`config.mk`:
```
export PLATFORM = sky130hd
export DESIGN_NAME = pulsed_current_dac_code_generator_unit
export DESIGN_NICKNAME = d
export VERILOG_FILES = /design/src/hdl/pcdac_pkg.sv /design/src/hdl/pcdac_div.sv /design/src/hdl/pulsed_current_dac_code_generator_unit.sv
export SDC_FILE = /design/constraint.sdc
export NUM_CORES = 1
export LEC_CHECK = 0
export BUFFER_PORTS_ARGS = -buffer_cell sky130_fd_sc_hd__buf_2
export CORE_ASPECT_RATIO = 0.6
export CORE_MARGIN = 2
export CORE_UTILIZATION = 60
export DETAILED_ROUTE_END_ITERATION = 8
export PLACE_DENSITY_LB_ADDON = 0.3
export SLEW_MARGIN = 20
export SYNTH_ARGS = -nofsm -noshare
export SYNTH_HDL_FRONTEND = slang
export SYNTH_SLANG_ARGS = --single-unit
```
`constraint.sdc`:
```
create_clock -name clk -period 12.7 [get_ports clk]
set_input_delay 1.905 -clock clk [delete_from_list [all_inputs] [get_ports clk]]
set_output_delay 1.905 -clock clk [all_outputs]
set_load 0.05 [all_outputs]
```
`src/hdl/pcdac_pkg.sv`:
```
// Shared types and constants for the pulsed current converter code generator.
// No dependencies; imported by every module of the block.
package pcdac_pkg;

  // converter code and cache widths
  localparam int CODE_W        = 12;
  localparam int CACHE_W       = 16;
  localparam logic [CACHE_W-1:0] CACHE_EMPTY = 16'hFFFF;

  // time base: ticks per second and the widest pulse period
  localparam int TICKS_PER_SECOND = 1000000;
  localparam int PERIOD_W         = $clog2(TICKS_PER_SECOND + 1);

  // serial divider: 32-bit dividend, one quotient bit per cycle
  localparam int DVD_W  = 32;
  localparam int STEP_W = $clog2(DVD_W + 1);

  // configuration register fields
  localparam int FREQ_W = 8;
  localparam int DUTY_W = 7;
  localparam logic [FREQ_W-1:0] FREQ_MIN = 8'd1;
  localparam logic [FREQ_W-1:0] FREQ_MAX = 8'd100;
  localparam int PCT_SCALE = 100;

  // product width for the duty compare: period * duty and 100 * (phase + 1)
  localparam int PROD_W = PERIOD_W + DUTY_W;

  // configuration port
  localparam int CFG_IDX_W  = 3;
  localparam int CFG_DATA_W = CODE_W;

  typedef enum logic [CFG_IDX_W-1:0] {
    REG_AMPLITUDE = 3'd0,
    REG_PULSE     = 3'd1,
    REG_FREQ      = 3'd2,
    REG_DUTY      = 3'd3,
    REG_ENABLE    = 3'd4,
    REG_CONV_RDY  = 3'd5
  } cfg_reg_t;

  // divider control and status
  typedef struct packed {
    logic busy;
    logic done;
  } div_stat_t;

endpackage

```
`src/hdl/pcdac_div.sv`:
```
// Bit-serial restoring divider: one quotient bit per cycle over the 32-bit dividend.
// Depends on pcdac_pkg; shared by the period computation and the phase modulo.
module pcdac_div (
  input  logic                               clk,
  input  logic                               rst_n,
  input  logic                               start,
  input  logic [pcdac_pkg::DVD_W-1:0]        dividend,
  input  logic [pcdac_pkg::PERIOD_W-1:0]     divisor,
  output pcdac_pkg::div_stat_t               stat,
  output logic [pcdac_pkg::PERIOD_W-1:0]     quotient,
  output logic [pcdac_pkg::PERIOD_W-1:0]     remainder
);
  import pcdac_pkg::*;

  logic [DVD_W-1:0]    dvd_r;      // dividend shifts out the top, quotient in the bottom
  logic [PERIOD_W-1:0] rem_r;
  logic [PERIOD_W-1:0] dsr_r;
  logic [STEP_W-1:0]   cnt_r;
  logic                busy_r;
  logic                done_r;

  logic [PERIOD_W:0]   trial;
  logic [PERIOD_W:0]   diff;
  logic                qbit;

  // one restoring step
  assign trial = {rem_r, dvd_r[DVD_W-1]};
  assign diff  = trial - {1'b0, dsr_r};
  assign qbit  = (trial >= {1'b0, dsr_r});

  // step sequencer
  always_ff @(posedge clk) begin
    if (!rst_n) begin
      busy_r <= 1'b0;
      done_r <= 1'b0;
      cnt_r  <= '0;
    end else begin
      done_r <= 1'b0;
      if (start) begin
        busy_r <= 1'b1;
        cnt_r  <= STEP_W'(DVD_W);
      end else if (busy_r) begin
        cnt_r <= cnt_r - 1'b1;
        if (cnt_r == STEP_W'(1)) begin
          busy_r <= 1'b0;
          done_r <= 1'b1;
        end
      end
    end
  end

  // datapath
  always_ff @(posedge clk) begin
    if (start) begin
      dvd_r <= dividend;
      dsr_r <= divisor;
      rem_r <= '0;
    end else if (busy_r) begin
      dvd_r <= {dvd_r[DVD_W-2:0], qbit};
      rem_r <= qbit ? diff[PERIOD_W-1:0] : trial[PERIOD_W-1:0];
    end
  end

  assign stat.busy = busy_r;
  assign stat.done = done_r;
  assign quotient  = dvd_r[PERIOD_W-1:0];
  assign remainder = rem_r;

endmodule

```
`src/hdl/pulsed_current_dac_code_generator_unit.sv`:
```
// Top level of the pulsed current converter code generator.
// Depends on pcdac_pkg and pcdac_div.
//
// Usage:
//   in_*  : one transaction per time sample; in_tdata is the 32-bit tick count.
//   out_* : one transaction per input; out_tdata[11:0] is the converter code,
//           out_tuser is the write strobe (code differs from the last code written
//           and the converter is present).
//   cfg_* : register writes, always accepted; index 0..5 selects amplitude, mode,
//           frequency, duty, enable, converter present. Other indexes are ignored.
// Flow:
//   Pulsed mode: the item runs through the 32-step serial divider that forms
//   time mod period, then through the multiply, compare and output steps.
//   Constant or disabled output: the item goes straight to the output step.
//   One item is in flight at a time; in_tready is high only in the idle state.
//   A frequency write makes the same divider form 1000000/freq: in_tready stays
//   low until the new period is stored.
// Reset: registers take their reset values, period is 1000000, cache is 0xFFFF.
// Stall: the result sits in an output register; the next item is accepted and
//   worked on, and it waits for the output register only at its last step.
module pulsed_current_dac_code_generator_unit (
  input  logic                                 clk,
  input  logic                                 rst_n,
  // input stream: [31:0] time_us
  input  logic                                 in_tvalid,
  output logic                                 in_tready,
  input  logic [pcdac_pkg::DVD_W-1:0]          in_tdata,
  // result stream
  output logic                                 out_tvalid,
  input  logic                                 out_tready,
  output logic [15:0]                          out_tdata,  // [11:0] dac_code, [15:12] zero
  output logic                                 out_tuser,  // [0] write_strobe
  // configuration writes
  input  logic                                 cfg_valid,
  output logic                                 cfg_ready,
  input  logic [pcdac_pkg::CFG_IDX_W-1:0]      cfg_index,
  input  logic [pcdac_pkg::CFG_DATA_W-1:0]     cfg_data
);
  import pcdac_pkg::*;

  typedef enum logic [2:0] {
    ST_IDLE,
    ST_PERIOD,
    ST_MOD,
    ST_MUL,
    ST_CMP,
    ST_OUT
  } state_t;

  state_t state_r;

  // configuration registers
  logic [CODE_W-1:0]   amp_r;
  logic                pulse_r;
  logic [FREQ_W-1:0]   freq_r;
  logic [DUTY_W-1:0]   duty_r;
  logic                enable_r;
  logic                conv_rdy_r;
  logic                pend_r;      // period must be recomputed
  logic [PERIOD_W-1:0] period_r;

  // item datapath
  logic [PERIOD_W-1:0] phase_r;
  logic [PROD_W-1:0]   lhs_r;
  logic [PROD_W-1:0]   rhs_r;
  logic [CODE_W-1:0]   code_r;
  logic [CACHE_W-1:0]  cache_r;

  // output register
  logic                out_valid_r;
  logic [CODE_W-1:0]   out_code_r;
  logic                out_strobe_r;

  // divider hookup
  logic                div_start;
  logic [DVD_W-1:0]    div_dividend;
  logic [PERIOD_W-1:0] div_divisor;
  div_stat_t           div_stat;
  logic [PERIOD_W-1:0] div_quot;
  logic [PERIOD_W-1:0] div_rem;

  logic                in_acc;
  logic                cfg_acc;
  logic                run_period;
  logic                run_mod;
  logic                out_free;
  logic                strobe;
  logic [FREQ_W-1:0]   freq_clamp;

  assign cfg_ready = 1'b1;
  assign cfg_acc   = cfg_valid & cfg_ready;
  assign in_tready = (state_r == ST_IDLE) && !pend_r;
  assign in_acc    = in_tvalid & in_tready;
  assign out_free  = !out_valid_r || out_tready;

  // frequency clamped to the supported range
  always_comb begin
    if (freq_r < FREQ_MIN) begin
      freq_clamp = FREQ_MIN;
    end else if (freq_r > FREQ_MAX) begin
      freq_clamp = FREQ_MAX;
    end else begin
      freq_clamp = freq_r;
    end
  end

  // divider requests: period after a frequency write, phase for a pulsed item
  assign run_period   = (state_r == ST_IDLE) && pend_r;
  assign run_mod      = in_acc && enable_r && pulse_r;
  assign div_start    = run_period || run_mod;
  assign div_dividend = run_period ? DVD_W'(TICKS_PER_SECOND) : in_tdata;
  assign div_divisor  = run_period ? PERIOD_W'(freq_clamp) : period_r;

  pcdac_div u_div (
    .clk       (clk),
    .rst_n     (rst_n),
    .start     (div_start),
    .dividend  (div_dividend),
    .divisor   (div_divisor),
    .stat      (div_stat),
    .quotient  (div_quot),
    .remainder (div_rem)
  );

  // write strobe: converter present and code differs from the last code written
  assign strobe = conv_rdy_r && ({{(CACHE_W-CODE_W){1'b0}}, code_r} != cache_r);

  // configuration registers
  always_ff @(posedge clk) begin
    if (!rst_n) begin
      amp_r      <= '0;
      pulse_r    <= 1'b0;
      freq_r     <= FREQ_MIN;
      duty_r     <= '0;
      enable_r   <= 1'b0;
      conv_rdy_r <= 1'b0;
    end else if (cfg_acc) begin
      unique case (cfg_reg_t'(cfg_index))
        REG_AMPLITUDE: amp_r      <= cfg_data[CODE_W-1:0];
        REG_PULSE:     pulse_r    <= cfg_data[0];
        REG_FREQ:      freq_r     <= cfg_data[FREQ_W-1:0];
        REG_DUTY:      duty_r     <= cfg_data[DUTY_W-1:0];
        REG_ENABLE:    enable_r   <= cfg_data[0];
        REG_CONV_RDY:  conv_rdy_r <= cfg_data[0];
        default: ;
      endcase
    end
  end

  // control state machine and registered outputs
  always_ff @(posedge clk) begin
    if (!rst_n) begin
      state_r     <= ST_IDLE;
      pend_r      <= 1'b0;
      period_r    <= PERIOD_W'(TICKS_PER_SECOND);
      cache_r     <= CACHE_EMPTY;
      out_valid_r <= 1'b0;
    end else begin
      // output register: load from the last step, else drain on ready
      if ((state_r == ST_OUT) && out_free) begin
        out_valid_r <= 1'b1;
      end else if (out_tready) begin
        out_valid_r <= 1'b0;
      end
      // a frequency write arriving with the period start keeps the request
      if (cfg_acc && (cfg_reg_t'(cfg_index) == REG_FREQ)) begin
        pend_r <= 1'b1;
      end else if (run_period) begin
        pend_r <= 1'b0;
      end
      unique case (state_r)
        ST_IDLE: begin
          if (run_period) begin
            state_r <= ST_PERIOD;
          end else if (run_mod) begin
            state_r <= ST_MOD;
          end else if (in_acc) begin
            code_r  <= enable_r ? amp_r : '0;
            state_r <= ST_OUT;
          end
        end
        ST_PERIOD: begin
          if (div_stat.done) begin
            period_r <= div_quot;
            state_r  <= ST_IDLE;
          end
        end
        ST_MOD: begin
          if (div_stat.done) begin
            phase_r <= div_rem;
            state_r <= ST_MUL;
          end
        end
        ST_MUL: begin
          // phase < floor(period*duty/100)  <=>  100*phase + 100 <= period*duty
          lhs_r   <= PROD_W'(phase_r) * PROD_W'(PCT_SCALE) + PROD_W'(PCT_SCALE);
          rhs_r   <= PROD_W'(period_r) * PROD_W'(duty_r);
          state_r <= ST_CMP;
        end
        ST_CMP: begin
          code_r  <= (lhs_r <= rhs_r) ? amp_r : '0;
          state_r <= ST_OUT;
        end
        ST_OUT: begin
          if (out_free) begin
            out_code_r   <= code_r;
            out_strobe_r <= strobe;
            if (strobe) begin
              cache_r <= {{(CACHE_W-CODE_W){1'b0}}, code_r};
            end
            state_r <= ST_IDLE;
          end
        end
        default: state_r <= ST_IDLE;
      endcase
    end
  end

  assign out_tvalid = out_valid_r;
  assign out_tdata  = {{(16-CODE_W){1'b0}}, out_code_r};
  assign out_tuser  = out_strobe_r;

endmodule

```
==> results.py <==
metrics = {
    "clocking": {
        "clk_latency_ps": 530,
        "htreeDepth": 1,
        "clockBufferDepth": 3,
        "cts_root_buf": "clkbuf_16",
        "cts_resized": 0,
        "cts_tree": "yes",
        "cts_setup_buffers": 0,
        "path_clk_slew_ps": 70,
        "cts_sinks": 245,
        "cts_hold_buf": 0,
        "numCtsBuffers": 23,
    },
    "synth": {
        "syn-instance-count": 1841,
        "syn_area_per_cell_um2": 9.66,
        "muxShareOfSynthArea_pct": 2.37,
        "synth_top_family_by_area": "adder cells",
        "synth-compound-area-share_pct": 11.1,
        "synthAdderAreaFrac_pct": 22.8,
        "ys_ff_latch": 245,
        "synth_area_um2": 17800,
        "seq_area_frac_synth_pct": 36.0,
        "synth_edf_count": 149,
        "yosys_warnings": 0,
        "synthSimpleGateAreaFrac_pct": 16.8,
        "ys.flop_type": "edfxtp_1",
        "async_flop_share_pct": 0,
        "ys_types": 75,
        "synth-xor-area-share_pct": 4.68,
    },
    "floorplanning": {
        "core_um2": 28900,
        "dieArea_um2": 31100,
        "start_util_pct": 61.5,
        "die_w_um": 226,
        "rows": 48,
        "ioPinCount": 72,
        "dieHeight_um": 137,
    },
    "route": {
        "ant_nets": 0,
        "wirelength_um": 40700,
        "drcViolationCount": 0,
        "dr.pass1.iters": 6,
        "routedWlPerCell_um": 17.8,
        "viasPerCell": 5.76,
        "drtIter0Drc": 1045,
        "via_count": 13200,
    },
    "worst_setup_path": {
        "r2r_start": "duty_r[6]",
        "r2r.worst_path.cells": 18,
        "cp-start-kind": "flip-flop",
        "cp-end-kind": "flip-flop",
        "critical_path.cell_chain": "nand2_1 > fa_1 > fa_1 > inv_1 > fa_1 > inv_1 > fa_1 > inv_1 > ha_1 > o21ai_0 > o211ai_1 > a311o_1 > nand2_1 > o31ai_1 > nor3_1 > o21ai_0 > a21oi_1 > xnor2_1",
        "critPathKind": "reg -> reg",
        "timing.rr.end": "rhs_r[26]",
        "worstPathArrival_ps": 5930,
        "critPathMaxFanout": 21,
        "critPathSlowestCell": "dfxtp_1",
        "required_ps": 12970,
        "crit_path_frequent_cell": "fa_1",
        "reg2reg_slack_ps": 7040,
        "worst_path_largest_cell_delay_ps": 740,
        "crit_start": "duty_r[6]",
    },
    "worst_hold_path": {
        "whs_endpoint": "amp_r[9]",
        "min_from": "amp_r[9]",
        "holdPathStages": 2,
        "min_path_type": "reg -> reg",
    },
    "power_and_ir_drop": {
        "irDropWorstVdd_v": 0.000115,
        "power.leakage_nw": 8.78,
        "totalPowerFinal_mw": 2.13,
        "p_per_area_nw_per_um2": 111,
    },
    "place": {
        "io_buffer_count": 66,
        "place_hpwl_um": 31000,
        "pre_cts_ws_ps": 7150,
        "globalplace.congestion": 0.902,
    },
    "finish": {
        "antenna_cells": 0,
        "area_growth_pct": 7.75,
        "layout_commonest_cell": "nand2_1",
        "nets": 2185,
        "drive_gt1_share_pct": 6.99,
        "final_cell_mix": "269 x nand2_1, 215 x inv_1, 156 x ha_1",
    },
    "timing": {
        "setup_ws_ps": 7040,
        "setup_violations": 0,
        "fmax_ghz": 0.177,
        "worstMarginPinSlew_ps": 979,
        "slew_violations": 0,
        "rsz0062_at_grt": "false",
        "relSlewSlack_pct": 34.7,
        "hold_viol_final": 0,
        "period_minus_slack_ps": 5660,
        "skew_ps": 18.9,
        "fin_tns_setup_ps": 0,
        "fin_crit_sh_pct": 44.6,
    },
    "global_route": {
        "grt_pass1_vias": 12700,
        "grt_max_degree": 75,
        "grt_pass1_wl_um": 65100,
        "grt_usage_pct": 26.5,
        "gr-total-overflow": 0,
        "antenna_found_initial": 2,
    },
    "flow_run": {
        "drv_cap": 0,
    },
    "status": {
        "status": "finished clean",
    },
}
==> worst max-delay path by stage <==
stage / endpoint / slack [ps] / cells past startpoint
3_5_place_dp: rhs_r[26] / 7150 / 18
6_report: rhs_r[26] / 7040 / 18
2_1_floorplan: rhs_r[26] / 7890 / 20
4_1_cts: rhs_r[26] / 7120 / 18
5_1_grt: rhs_r[26] / 6760 / 18
3_3_place_gp: rhs_r[26] / 7330 / 18
==> through the flow <==
stage	util, %	instance area (um^2)	std cells	hold WS (ps)
6_report	66.2	19200	2289	462
5_1_grt	66.2	19200	2289	473
4_1_cts	66.2	19200	2289	461
3_5_place_dp	63.6	18400	2247	451
3_3_place_gp	63.6	18400	2247	433
2_1_floorplan	-	17800	1844	422
==> kinds of logic (layout without fill, tap and decap cells) <==
kind of cell | after synthesis | count (layout)
buffers and inverters | 290 | 335
XOR/XNOR | 95 | 95
multiplexers | 42 | 42
AND/OR/NAND/NOR | 612 | 612
flip-flops | 245 | 245
AO/OA/AOI/OAI | 294 | 294
adder cells (fa/ha/maj) | 261 | 261
other | 2 | 5
==> report_power, final <==
part           switching [mW]  internal, mW  leakage, nW
Sequential             0.0570         0.905         2.16
Combinational           0.267         0.198         6.25
Clock                   0.309         0.394        0.372
==> synth_stat cells (6+ instances only) <==
master | count | share of area [%]
nand2_1 | 269 | 5.7
inv_1 | 215 | 4.5
ha_1 | 156 | 11
edfxtp_1 | 149 | 25
and2_1 | 120 | 4.2
fa_1 | 105 | 12
dfxtp_1 | 96 | 11
a21oi_1 | 70 | 2.0
clkbuf_1 | 63 | 1.3
o21ai_0 | 62 | 1.7
xnor2_1 | 60 | 3.0
nor2_1 | 58 | 1.2
nand3_1 | 48 | 1.4
mux2i_1 | 41 | 2.3
a21boi_0 | 40 | 1.7
xor2_1 | 35 | 1.7
a21o_1 | 27 | 1.1
nor2b_1 | 22 | 0.77
nor3_1 | 16 | 0.45
o21a_1 | 16 | 0.68
nand2b_1 | 15 | 0.53
nand4_1 | 15 | 0.53
a31oi_1 | 13 | 0.46
a211oi_1 | 11 | 0.46
and3_1 | 10 | 0.35
or3_1 | 10 | 0.35
buf_4 | 8 | 0.34
nor4_1 | 8 | 0.28
o31ai_1 | 6 | 0.25
==> sequential cells by signal, summed over array words and instances (netlist names), 3 cells and up <==
| register | cells |
|---|---|
| cache_r | 13 |
| u_div.dvd_r | 32 |
| out_code_r | 12 |
| u_div.remainder | 20 |
| amp_r | 12 |
| duty_r | 7 |
| freq_r | 8 |
| u_div.cnt_r | 6 |
| code_r | 12 |
| rhs_r | 27 |
| lhs_r | 25 |
| state_r | 3 |
| period_r | 20 |
| phase_r | 20 |
| u_div.dsr_r | 20 |
==> critical path, delay by kind of cell (launching register included) <==
kind | cells | cell delay (ps)
and+or+nand+nor | 3 | 420
DFF | 1 | 740
xor gates and xnor gates | 1 | 120
adders and majority gates | 5 | 2520
buffers and inverters | 3 | 150
AOI/OAI and AO/OA | 6 | 1440
==> layer usage <==
metal / wire, um / track usage, % / share of wire (%) / vias to the layer above
li1: - / - / - / 6259
met1: 19200 / 39.2 / 47 / 6466
met2: 17600 / 40.2 / 43 / 399
met3: 3320 / 6.42 / 8.1 / 55
met4: 581 / 4.24 / 1.4 / 2
met5: 9 / 0 / 0.022 / -
==> layout make-up <==
type | count | area, um^2
multi-input combinational | 1309 | 10300
clock buffer | 28 | 626
fill | 2239 | 9780
clock inverter | 14 | 130
timing repair buffer | 78 | 420
sequential | 245 | 6400
inverter | 215 | 807
tap | 400 | 500
No activity file was read; power rests on OpenSTA's default activity.
